===== config.mk =====
export PLATFORM = sky130hd
export DESIGN_NAME = buzzer_tone_sequencer
export DESIGN_NICKNAME = d
export VERILOG_FILES = /design/src/hw/rtl/bts_pkg.sv /design/src/hw/rtl/bts_table_mem.sv /design/src/hw/rtl/bts_step_core.sv /design/src/hw/rtl/buzzer_tone_sequencer.sv
export SDC_FILE = /design/constraint.sdc
export NUM_CORES = 2
export LEC_CHECK = 0
export ABC_AREA = 1
export ABC_CLOCK_PERIOD_IN_PS = 7400
export BUFFER_PORTS_ARGS = -buffer_cell sky130_fd_sc_hd__buf_2
export CORE_MARGIN = 2
export CORE_UTILIZATION = 50
export CTS_BUF_LIST = sky130_fd_sc_hd__clkbuf_4 sky130_fd_sc_hd__clkbuf_8
export DETAILED_ROUTE_END_ITERATION = 6
export GPL_ROUTABILITY_DRIVEN = 0
export MAX_ROUTING_LAYER = met4
export PLACE_DENSITY = 0.63
export RECOVER_POWER = 50
export REMOVE_ABC_BUFFERS = 1
export SYNTH_ARGS = -nofsm -noshare
export SYNTH_HDL_FRONTEND = slang
export SYNTH_SLANG_ARGS = --single-unit

===== constraint.sdc =====
create_clock -name clk -period 7.4 [get_ports clk]
set_input_delay 1.48 -clock clk [delete_from_list [all_inputs] [get_ports clk]]
set_output_delay 1.48 -clock clk [all_outputs]
set_load 0.1 [all_outputs]

===== src/hw/rtl/bts_pkg.sv =====
// Package for the buzzer tone sequencer: request, configuration and result types,
// request and register codes, step timing constants and the envelope volume table.
// Depends on nothing; bts_step_core and buzzer_tone_sequencer import it.
package bts_pkg;

    localparam logic [2:0] REQ_TICK  = 3'd0;
    localparam logic [2:0] REQ_ENV   = 3'd1;
    localparam logic [2:0] REQ_PLAIN = 3'd2;
    localparam logic [2:0] REQ_TABLE = 3'd3;
    localparam logic [2:0] REQ_LOAD  = 3'd4;

    localparam logic [1:0] CFG_TICK_STEP   = 2'd0;
    localparam logic [1:0] CFG_TAIL_SILENT = 2'd1;
    localparam logic [1:0] CFG_SOFT_TONE   = 2'd2;
    localparam logic [1:0] CFG_QUIET_TONE  = 2'd3;

    localparam logic [1:0] MODE_TABLE = 2'd0;
    localparam logic [1:0] MODE_ENV   = 2'd1;
    localparam logic [1:0] MODE_PLAIN = 2'd2;

    localparam logic [7:0]  ENV_STEPS       = 8'd102;
    localparam logic [7:0]  ENV_GAP_INDEX   = 8'd50;
    localparam logic [7:0]  ENV_PAUSE_INDEX = 8'd101;
    localparam logic [15:0] ENV_GAP_MS      = 16'd40;
    localparam logic [15:0] ENV_SAMPLE_MS   = 16'd1;
    localparam logic [7:0]  BEEP_STEPS      = 8'd42;
    localparam logic [7:0]  BEEP_GAP_INDEX  = 8'd20;
    localparam logic [7:0]  BEEP_PAUSE_INDEX = 8'd41;
    localparam logic [15:0] BEEP_MS         = 16'd20;
    localparam logic [15:0] BEEP_GAP_MS     = 16'd5;
    localparam logic [6:0]  BEEP_VOLUME     = 7'd40;
    localparam logic [6:0]  BEEP_START_VOL  = 7'd50;
    localparam logic [15:0] END_STEP_MS     = 16'd1;

    localparam logic [7:0]  TICK_STEP_RESET   = 8'd15;
    localparam logic [15:0] TAIL_SILENT_RESET = 16'd250;
    localparam logic [15:0] SOFT_TONE_RESET   = 16'd2800;
    localparam logic [15:0] QUIET_TONE_RESET  = 16'd3100;

    localparam logic [6:0] ENV_ROM [0:101] = '{
        7'd16, 7'd24, 7'd32, 7'd44, 7'd48, 7'd56, 7'd64, 7'd76, 7'd81, 7'd78,
        7'd73, 7'd70, 7'd65, 7'd61, 7'd57, 7'd52, 7'd49, 7'd45, 7'd42, 7'd42,
        7'd41, 7'd41, 7'd41, 7'd41, 7'd41, 7'd40, 7'd40, 7'd40, 7'd40, 7'd39,
        7'd39, 7'd36, 7'd34, 7'd33, 7'd31, 7'd30, 7'd29, 7'd27, 7'd25, 7'd23,
        7'd21, 7'd19, 7'd16, 7'd14, 7'd11, 7'd9,  7'd6,  7'd5,  7'd3,  7'd2,
        7'd0,
        7'd16, 7'd24, 7'd32, 7'd44, 7'd48, 7'd56, 7'd64, 7'd76, 7'd81, 7'd78,
        7'd73, 7'd70, 7'd65, 7'd61, 7'd57, 7'd52, 7'd49, 7'd45, 7'd42, 7'd42,
        7'd41, 7'd41, 7'd41, 7'd41, 7'd41, 7'd40, 7'd40, 7'd40, 7'd40, 7'd39,
        7'd39, 7'd36, 7'd34, 7'd33, 7'd31, 7'd30, 7'd29, 7'd27, 7'd25, 7'd23,
        7'd21, 7'd19, 7'd16, 7'd14, 7'd11, 7'd9,  7'd6,  7'd5,  7'd3,  7'd2,
        7'd0
    };

    typedef struct packed {
        logic [2:0]  req_type;
        logic [15:0] first_freq;
        logic [15:0] second_freq;
        logic [15:0] pause_ms;
        logic [6:0]  start_volume;
        logic [6:0]  sequence_length;
        logic [5:0]  entry_index;
        logic [15:0] entry_tone;
        logic [15:0] entry_duration_ms;
    } req_t;

    typedef struct packed {
        logic [7:0]  tick_step_ms;
        logic [15:0] tail_silence_ms;
        logic [15:0] soft_tone_threshold;
        logic [15:0] quiet_tone_threshold;
    } cfg_t;

    typedef struct packed {
        logic        sound_update;
        logic [6:0]  volume;
        logic [15:0] frequency;
        logic        sound_off;
        logic        busy_res;
    } res_t;

    function automatic logic [6:0] env_volume(input logic [7:0] idx);
        logic [6:0] vol;
        vol = 7'd0;
        if (idx < ENV_STEPS)
        begin
            vol = ENV_ROM[idx[6:0]];
        end
        return vol;
    endfunction

endpackage


===== src/hw/rtl/bts_table_mem.sv =====
// Tone and duration store of the table mode: one write port, one registered read port.
// A write to the address being read is forwarded into the read register.
// Depends on nothing outside this file.
module bts_table_mem #(
    parameter int DEPTH  = 64,
    parameter int ADDR_W = 6
) (
    input  logic              clk,
    input  logic              we,
    input  logic [ADDR_W-1:0] waddr,
    input  logic [15:0]       wtone,
    input  logic [15:0]       wlen,
    input  logic [ADDR_W-1:0] raddr,
    output logic [15:0]       rtone,
    output logic [15:0]       rlen
);

    logic [31:0] mem [0:DEPTH-1];
    logic [31:0] rdata_reg;

    always_ff @(posedge clk)
    begin
        if (we)
        begin
            mem[waddr] <= {wtone, wlen};
        end
    end

    always_ff @(posedge clk)
    begin
        if (we && (waddr == raddr))
        begin
            rdata_reg <= {wtone, wlen};
        end
        else
        begin
            rdata_reg <= mem[raddr];
        end
    end

    assign rtone = rdata_reg[31:16];
    assign rlen  = rdata_reg[15:0];

endmodule


===== src/hw/rtl/bts_step_core.sv =====
// Sequencer state and single-pass step logic of the buzzer tone sequencer.
// Depends on bts_pkg and instantiates bts_table_mem for the loaded table.
module bts_step_core #(
    parameter int TABLE_DEPTH = 64
) (
    input  logic          clk,
    input  logic          rst_n,
    input  logic          fire,
    input  bts_pkg::req_t req,
    input  bts_pkg::cfg_t cfg,
    output bts_pkg::res_t res
);

    import bts_pkg::*;

    localparam int ADDR_W = (TABLE_DEPTH > 1) ? $clog2(TABLE_DEPTH) : 1;
    localparam logic [7:0] DEPTH8 = 8'(TABLE_DEPTH);

    logic        running_reg, running_next;
    logic [1:0]  mode_reg, mode_next;
    logic [7:0]  step_index_reg, step_index_next;
    logic [7:0]  step_count_reg, step_count_next;
    logic [15:0] time_left_reg, time_left_next;
    logic [6:0]  cur_vol_reg, cur_vol_next;
    logic [15:0] tone_one_reg, tone_one_next;
    logic [15:0] tone_two_reg, tone_two_next;
    logic [15:0] pause_len_reg, pause_len_next;

    logic [15:0] rd_tone;
    logic [15:0] rd_len;
    logic        load_we;
    logic [7:0]  slot8;
    logic [7:0]  len8;

    logic [15:0] step_tone;
    logic [15:0] step_time;
    logic [6:0]  step_vol;
    logic [6:0]  step_cur_vol;
    logic        in_seq;
    logic        tbl_hit;

    assign slot8   = {2'b00, req.entry_index};
    assign len8    = {1'b0, req.sequence_length};
    assign load_we = fire && (req.req_type == REQ_LOAD) && (slot8 < DEPTH8);

    bts_table_mem #(
        .DEPTH  (TABLE_DEPTH),
        .ADDR_W (ADDR_W)
    ) u_table (
        .clk   (clk),
        .we    (load_we),
        .waddr (slot8[ADDR_W-1:0]),
        .wtone (req.entry_tone),
        .wlen  (req.entry_duration_ms),
        .raddr (step_index_next[ADDR_W-1:0]),
        .rtone (rd_tone),
        .rlen  (rd_len)
    );

    always_comb
    begin
        in_seq       = step_index_reg < step_count_reg;
        tbl_hit      = in_seq && (step_index_reg < DEPTH8);
        step_tone    = 16'd0;
        step_time    = END_STEP_MS;
        step_cur_vol = cur_vol_reg;
        step_vol     = cur_vol_reg;
        if (mode_reg == MODE_TABLE)
        begin
            if (tbl_hit)
            begin
                step_tone = rd_tone;
                step_time = rd_len;
            end
            else
            begin
                step_time = cfg.tail_silence_ms;
            end
            if (step_tone >= cfg.quiet_tone_threshold)
            begin
                step_vol = {2'b00, cur_vol_reg[6:2]};
            end
            else if (step_tone >= cfg.soft_tone_threshold)
            begin
                step_vol = {1'b0, cur_vol_reg[6:1]};
            end
        end
        else if (in_seq)
        begin
            if (mode_reg == MODE_ENV)
            begin
                if (step_index_reg < ENV_GAP_INDEX)
                begin
                    step_tone = tone_one_reg;
                end
                else if ((step_index_reg > ENV_GAP_INDEX) &&
                         (step_index_reg < ENV_PAUSE_INDEX))
                begin
                    step_tone = tone_two_reg;
                end
                if (step_index_reg == ENV_PAUSE_INDEX)
                begin
                    step_time    = pause_len_reg;
                    step_cur_vol = 7'd0;
                end
                else
                begin
                    step_time    = (step_index_reg == ENV_GAP_INDEX) ? ENV_GAP_MS
                                                                      : ENV_SAMPLE_MS;
                    step_cur_vol = env_volume(step_index_reg);
                end
            end
            else
            begin
                if (step_index_reg < BEEP_GAP_INDEX)
                begin
                    step_tone = tone_one_reg;
                    step_time = BEEP_MS;
                end
                else if (step_index_reg == BEEP_GAP_INDEX)
                begin
                    step_time = BEEP_GAP_MS;
                end
                else if (step_index_reg < BEEP_PAUSE_INDEX)
                begin
                    step_tone = tone_two_reg;
                    step_time = BEEP_MS;
                end
                if (step_index_reg == BEEP_PAUSE_INDEX)
                begin
                    step_time    = pause_len_reg;
                    step_cur_vol = 7'd0;
                end
                else
                begin
                    step_cur_vol = BEEP_VOLUME;
                end
            end
            step_vol = step_cur_vol;
        end
    end

    always_comb
    begin
        running_next    = running_reg;
        mode_next       = mode_reg;
        step_index_next = step_index_reg;
        step_count_next = step_count_reg;
        time_left_next  = time_left_reg;
        cur_vol_next    = cur_vol_reg;
        tone_one_next   = tone_one_reg;
        tone_two_next   = tone_two_reg;
        pause_len_next  = pause_len_reg;
        res             = '0;

        case (req.req_type)
            REQ_TICK:
            begin
                if (running_reg)
                begin
                    if (time_left_reg > {8'd0, cfg.tick_step_ms})
                    begin
                        time_left_next = time_left_reg - {8'd0, cfg.tick_step_ms};
                    end
                    else if ({1'b0, step_index_reg} == ({1'b0, step_count_reg} + 9'd1))
                    begin
                        running_next  = 1'b0;
                        res.sound_off = 1'b1;
                    end
                    else
                    begin
                        time_left_next   = step_time;
                        cur_vol_next     = step_cur_vol;
                        step_index_next  = step_index_reg + 8'd1;
                        res.sound_update = 1'b1;
                        res.volume       = step_vol;
                        res.frequency    = step_tone;
                    end
                end
            end
            REQ_ENV, REQ_PLAIN:
            begin
                res.sound_off   = 1'b1;
                tone_one_next   = req.first_freq;
                tone_two_next   = req.second_freq;
                pause_len_next  = req.pause_ms;
                running_next    = 1'b1;
                step_index_next = 8'd0;
                time_left_next  = 16'd0;
                if (req.req_type == REQ_ENV)
                begin
                    mode_next       = MODE_ENV;
                    step_count_next = ENV_STEPS;
                end
                else
                begin
                    mode_next       = MODE_PLAIN;
                    step_count_next = BEEP_STEPS;
                    cur_vol_next    = BEEP_START_VOL;
                end
            end
            REQ_TABLE:
            begin
                res.sound_off   = 1'b1;
                running_next    = 1'b1;
                mode_next       = MODE_TABLE;
                step_count_next = (len8 > DEPTH8) ? DEPTH8 : len8;
                step_index_next = 8'd0;
                time_left_next  = 16'd0;
                cur_vol_next    = req.start_volume;
            end
            default:
            begin
            end
        endcase

        res.busy_res = running_next;

        if (!fire)
        begin
            running_next    = running_reg;
            mode_next       = mode_reg;
            step_index_next = step_index_reg;
            step_count_next = step_count_reg;
            time_left_next  = time_left_reg;
            cur_vol_next    = cur_vol_reg;
            tone_one_next   = tone_one_reg;
            tone_two_next   = tone_two_reg;
            pause_len_next  = pause_len_reg;
        end
    end

    always_ff @(posedge clk or negedge rst_n)
    begin
        if (!rst_n)
        begin
            running_reg    <= 1'b0;
            mode_reg       <= MODE_TABLE;
            step_index_reg <= 8'd0;
            step_count_reg <= 8'd0;
            time_left_reg  <= 16'd0;
            cur_vol_reg    <= 7'd0;
            tone_one_reg   <= 16'd0;
            tone_two_reg   <= 16'd0;
            pause_len_reg  <= 16'd0;
        end
        else
        begin
            running_reg    <= running_next;
            mode_reg       <= mode_next;
            step_index_reg <= step_index_next;
            step_count_reg <= step_count_next;
            time_left_reg  <= time_left_next;
            cur_vol_reg    <= cur_vol_next;
            tone_one_reg   <= tone_one_next;
            tone_two_reg   <= tone_two_next;
            pause_len_reg  <= pause_len_next;
        end
    end

    a_count_bounded: assert property (@(posedge clk) disable iff (!rst_n)
        step_count_reg <= ENV_STEPS)
        else $error("step count above the longest sequence");

    a_index_bounded: assert property (@(posedge clk) disable iff (!rst_n)
        running_reg |-> ({1'b0, step_index_reg} <= ({1'b0, step_count_reg} + 9'd1)))
        else $error("step index ran past the silent end step");

    a_update_moves_index: assert property (@(posedge clk) disable iff (!rst_n)
        (fire && res.sound_update) |=> (step_index_reg == $past(step_index_reg) + 8'd1))
        else $error("applied step did not advance the step index");

endmodule


===== src/hw/rtl/buzzer_tone_sequencer.sv =====
// Top level of the buzzer tone sequencer: configuration registers, input register,
// result register and the step core. Depends on bts_pkg, bts_step_core, bts_table_mem.
//
// Channel   Direction  Handshake             Contents
// cfg       in         cfg_we                cfg_index, cfg_data
// in        in         in_valid / in_stall   req_type and the request fields
// out       out        out_valid / out_stall sound_update, volume, frequency, sound_off,
//                                            busy_res
//
// One item per cycle unless stalled; items go from input register to result register.
// The step logic sits between the input register and the result register.
// The table store read is registered and prefetched at the next step index.
// Reset clears the sequencer, presets the config; the table holds garbage until loaded.
// A stalled result holds the result register, and the input register stalls behind it.
module buzzer_tone_sequencer #(
    parameter int TABLE_DEPTH = 64
) (
    input  logic        clk,
    input  logic        rst_n,
    input  logic        cfg_we,
    input  logic [1:0]  cfg_index,
    input  logic [15:0] cfg_data,
    input  logic        in_valid,
    output logic        in_stall,
    input  logic [2:0]  req_type,
    input  logic [15:0] first_freq,
    input  logic [15:0] second_freq,
    input  logic [15:0] pause_ms,
    input  logic [6:0]  start_volume,
    input  logic [6:0]  sequence_length,
    input  logic [5:0]  entry_index,
    input  logic [15:0] entry_tone,
    input  logic [15:0] entry_duration_ms,
    output logic        out_valid,
    input  logic        out_stall,
    output logic        sound_update,
    output logic [6:0]  volume,
    output logic [15:0] frequency,
    output logic        sound_off,
    output logic        busy_res
);

    import bts_pkg::*;

    cfg_t cfg_reg;
    logic s1_valid_reg, s1_valid_next;
    req_t s1_req_reg;
    logic out_valid_reg, out_valid_next;
    res_t res_reg;
    res_t core_res;
    logic s1_fire;
    logic in_xfer;

    assign s1_fire  = s1_valid_reg && (!out_valid_reg || !out_stall);
    assign in_stall = s1_valid_reg && !s1_fire;
    assign in_xfer  = in_valid && !in_stall;

    assign s1_valid_next  = in_xfer || (s1_valid_reg && !s1_fire);
    assign out_valid_next = s1_fire || (out_valid_reg && out_stall);

    always_ff @(posedge clk or negedge rst_n)
    begin
        if (!rst_n)
        begin
            cfg_reg.tick_step_ms         <= TICK_STEP_RESET;
            cfg_reg.tail_silence_ms      <= TAIL_SILENT_RESET;
            cfg_reg.soft_tone_threshold  <= SOFT_TONE_RESET;
            cfg_reg.quiet_tone_threshold <= QUIET_TONE_RESET;
        end
        else if (cfg_we)
        begin
            case (cfg_index)
                CFG_TICK_STEP:   cfg_reg.tick_step_ms         <= cfg_data[7:0];
                CFG_TAIL_SILENT: cfg_reg.tail_silence_ms      <= cfg_data;
                CFG_SOFT_TONE:   cfg_reg.soft_tone_threshold  <= cfg_data;
                CFG_QUIET_TONE:  cfg_reg.quiet_tone_threshold <= cfg_data;
                default:
                begin
                end
            endcase
        end
    end

    always_ff @(posedge clk or negedge rst_n)
    begin
        if (!rst_n)
        begin
            s1_valid_reg  <= 1'b0;
            out_valid_reg <= 1'b0;
        end
        else
        begin
            s1_valid_reg  <= s1_valid_next;
            out_valid_reg <= out_valid_next;
        end
    end

    always_ff @(posedge clk)
    begin
        if (in_xfer)
        begin
            s1_req_reg.req_type          <= req_type;
            s1_req_reg.first_freq        <= first_freq;
            s1_req_reg.second_freq       <= second_freq;
            s1_req_reg.pause_ms          <= pause_ms;
            s1_req_reg.start_volume      <= start_volume;
            s1_req_reg.sequence_length   <= sequence_length;
            s1_req_reg.entry_index       <= entry_index;
            s1_req_reg.entry_tone        <= entry_tone;
            s1_req_reg.entry_duration_ms <= entry_duration_ms;
        end
        if (s1_fire)
        begin
            res_reg <= core_res;
        end
    end

    bts_step_core #(
        .TABLE_DEPTH (TABLE_DEPTH)
    ) u_core (
        .clk   (clk),
        .rst_n (rst_n),
        .fire  (s1_fire),
        .req   (s1_req_reg),
        .cfg   (cfg_reg),
        .res   (core_res)
    );

    assign out_valid    = out_valid_reg;
    assign sound_update = res_reg.sound_update;
    assign volume       = res_reg.volume;
    assign frequency    = res_reg.frequency;
    assign sound_off    = res_reg.sound_off;
    assign busy_res     = res_reg.busy_res;

    a_update_not_off: assert property (@(posedge clk) disable iff (!rst_n)
        out_valid_reg |-> !(res_reg.sound_update && res_reg.sound_off))
        else $error("a result both applies a step and switches audio off");

    a_update_busy: assert property (@(posedge clk) disable iff (!rst_n)
        (out_valid_reg && res_reg.sound_update) |-> res_reg.busy_res)
        else $error("a step was applied while the sequencer is stopped");

    a_input_held: assert property (@(posedge clk) disable iff (!rst_n)
        (s1_valid_reg && !s1_fire) |=> s1_valid_reg)
        else $error("input register dropped an item that was not processed");

endmodule

==> run metrics <==
outcome=finished with violations; violated checks=capacitance limit, slew limit; Total Nets Final=8,759; placed instance area=100,000 um^2; mux contribution to synthesized area=0; Boundary Pins=154; Mapped Cells=8,348; vias in the first global route=63,000; Top Usage Layer GRT=met2; global-route wire length before repair=420,000 um; crit-path max cell delay=0.62 ns; Crit Path Max Fanout=102; Vias=67,300; Via density=5.92; internal power=0.0228 W; period utilisation layout=0.741; Starting Density=0.503; DRT Wirelength=287,000 um; adder-cell share of the synthesized area=0.00863; VDD IR max=0.226 mV; Data required, critical path=8.20 ns; Worst Hold Class=flop to flop; post-synthesis xor/xnor area fraction=0.00118; layout cells sized above 1=0.117; Area Growth Syn to Fin=11.1%; cell count after placement=10,700; Leak=39.0 nW; fin crit period=5.48 ns; worst clock skew=0.0763 ns; max_slew headroom=-2.17; combinational cell fraction of total power=0.250; Syn. warnings=0; Yosys top cell area share=0.677; Tot GR Track Use=0.295; H-tree Lvls=5; Synth cell types=53; final setup vio count=0; final core occ=0.558; Pre-Repair DR Iteration Count=6; #FFs+latches synth=2,330; Final Instance Area=107,000 um^2; Startpoint Class=flop; Buffers on Ports=153; core area=192,000 um^2; num rows=161; Worst-path clk slew=0.06 ns; Post-DRT Antenna Nets=0; number of flops mapped to enable cells by yosys=2,177; Critical-path top delay cell=inv_8; largest net degree at the start of global routing=144; cts repair resizes=0; Die ar.=197,000 um^2; maxcap violations=36; Main synth FF type=edfxtp_1; synthesized area=96,600 um^2; ys async rst share=0.0631; main combinational cell family by area after synthesis=simple AND/OR/NAND/NOR gates; Avg Cell Area, Syn=11.6 um^2; TritonCTS clock tree=built; largest area contributor in the netlist=edfxtp_1; Crit Path Class=flop to flop; 1st-iter DRT viols=9,332; GR Util met3=0.0572; Least-Margin Pin Slew=4.75 ns; worst skew pair latency=1.07 ns; # hold bufs at CTS=0; dpl hpwl=162,000 um; Final Hold Viols=0; CP Capture Type=flop; Post-Synth Simple-Gate Area=0.210; Non-Filler Instances=11,400; Root Buffer Master=clkbuf_8; P per Cell Area=321 nW/um^2; total CTS buffers=385; Area contributors post-synth=edfxtp_1 (68%), nand3_1 (9.8%), nand2_1 (9.4%); grt ovf=0; DR DRC count=0; die height=443 um; Sw Ratio=0.336; routing usage on met2=0.432; Max Fclk=182 MHz; initial antenna violation count=10; CP Data Arrival Time=6.29 ns; width of the die=443 um; Final Max Slew Viols=2,238; CP cell instances=inv_8 -> buf_12 -> buf_12 -> nand2_1 -> nand3_1 -> nand3_1 -> nand3_1 -> nand3_1 -> nand3_1 -> nand2_1 -> nor2_1 -> ha_1 -> a21oi_1 -> o21ai_0 -> nand2_1 -> o211ai_1 -> nand2_1 -> nand3_1 -> nand2_1 -> o21ai_0 -> nand2_1 -> nand3_1 -> nand2_1 -> inv_1; Largest register FFs=2,048; Switch Pwr=0.0116 W; clock group share of total power=0.313; wire per inst=25.2 um; RSZ-0062 raised after global routing=no; Fillers=16,000; Clock Tree Buf Depth=4; postcts setup bufs=0; Synth Area in Compound Gates=0.0283; M1 GR Usage=0.410; clk sinks=2,330; Seq/Total Area, Yosys=0.716; register share of total power=0.436
-- cell usage in the layout (no fill, tap or decap), drive strengths merged, types with 2 or more instances in the layout --
master,count
a21o,4
a21oi,99
a22oi,3
a31oi,13
buf,296
bufinv,4
clkbuf,574
clkinv,128
clkinvlp,6
dfrtp,126
dfstp,21
dfxtp,6
diode,5
edfxtp,2177
ha,65
inv,243
nand2,2418
nand3,1904
nand4,20
nor2,320
nor3,13
nor4,2
o2111ai,4
o211ai,39
o21a,2
o21ai,261
o221ai,19
o22ai,36
o31ai,3
or2,23
xnor2,5
xor2,8
-- through the flow --
step           setup WS (ns)  total power [W]  hold WS, ns  setup TNS [ns]
2_1_floorplan         -54.33           0.0205        0.425        -2071.91
3_3_place_gp            2.22           0.0236        0.433               0
3_5_place_dp            2.15           0.0237        0.438               0
4_1_cts                 2.13           0.0344        0.415               0
5_1_grt                 1.64           0.0359        0.467               0
6_report                1.92           0.0344        0.440               0
-- cells by family (layout without fill, tap and decap cells) --
group / after synthesis / in the layout
buffers and inverters: 753 / 1251
and+or+nand+nor: 4701 / 4701
DFF: 2330 / 2330
xor gates and xnor gates: 13 / 13
AOI/OAI and AO/OA: 485 / 485
other: 0 / 5
adders and majority gates: 66 / 66
-- layout make-up --
class | instances | area [um^2] | share of cell area
Inverter | 243 | 943 | 0.00879
Timing Repair Buffer | 342 | 2300 | 0.0214
Antenna cell | 5 | 12.5 | 0.000117
Clock inverter | 138 | 691 | 0.00644
Clock buffer | 528 | 6470 | 0.0603
Sequential cell | 2330 | 69200 | 0.645
Multi-Input combinational cell | 5265 | 24500 | 0.228
Tap cell | 2526 | 3160 | 0.0295
-- path summary, 6_finish.rpt --
check	from	to	slack (ns)	depth (start not counted)
worst max-delay path	flop	volume[2]$_SDFFCE_PP0P_	1.92	24
worst min-delay path	s1_req_reg[73]$_DFFE_PP_	u_core.tone_two_reg[5]$_DFFE_PN0P_	0.44	2
worst max register to register	flop	volume[2]$_SDFFCE_PP0P_	1.92	24
worst min register to register	s1_req_reg[73]$_DFFE_PP_	u_core.tone_two_reg[5]$_DFFE_PN0P_	0.44	2
max in group asynchronous	rst_n	u_core.pause_len_reg[5]$_DFFE_PN0P_	2.44	2
min in group asynchronous	rst_n	u_core.step_count_reg[3]$_DFFE_PN0P_	2.10	1
-- power by group through the flow --
stage / clock network (W) / registers, W / logic, W
global route: 0.0115 / 0.0150 / 0.00941
CTS: 0.0109 / 0.0150 / 0.00850
global placement: 0 / 0.0152 / 0.00835
detailed placement: 0 / 0.0152 / 0.00846
finish: 0.0108 / 0.0150 / 0.00861
floorplan: 0 / 0.0157 / 0.00481
-- worst max-delay path, delay by kind of cell, from the launching register on --
kind | cells | cell delay [ns]
buffers and inverters | 4 | 1.35
AO/OA/AOI/OAI | 4 | 0.46
AND/OR/NAND/NOR | 15 | 2.44
flip-flops | 1 | 0.50
adder cells (fa/ha/maj) | 1 | 0.32
-- metal layers --
metal | up-vias | part of all wire | wire length [um]
met5 | - | 0 | 0
met2 | 3682 | 0.45 | 129000
li1 | 30000 | - | -
met4 | 0 | 0.041 | 11900
met3 | 567 | 0.10 | 30000
met1 | 33100 | 0.41 | 116000
-- cells in the mapped netlist (6+ instances only) --
cell type,number
nand2_1,2409
edfxtp_1,2177
nand3_1,1897
nor2_1,313
buf_2,271
o21ai_0,249
inv_1,222
clkbuf_1,129
dfrtp_1,126
a21oi_1,97
ha_1,65
buf_1,57
buf_4,48
o211ai_1,38
o22ai_1,36
or2_2,22
dfstp_2,21
inv_2,19
nand4_1,19
o221ai_1,19
a31oi_1,12
nor3_1,12
o21ai_1,12
xor2_1,8
nand2_2,7
dfxtp_1,6
nand3_2,6
Power figures use the tool's default switching activity.
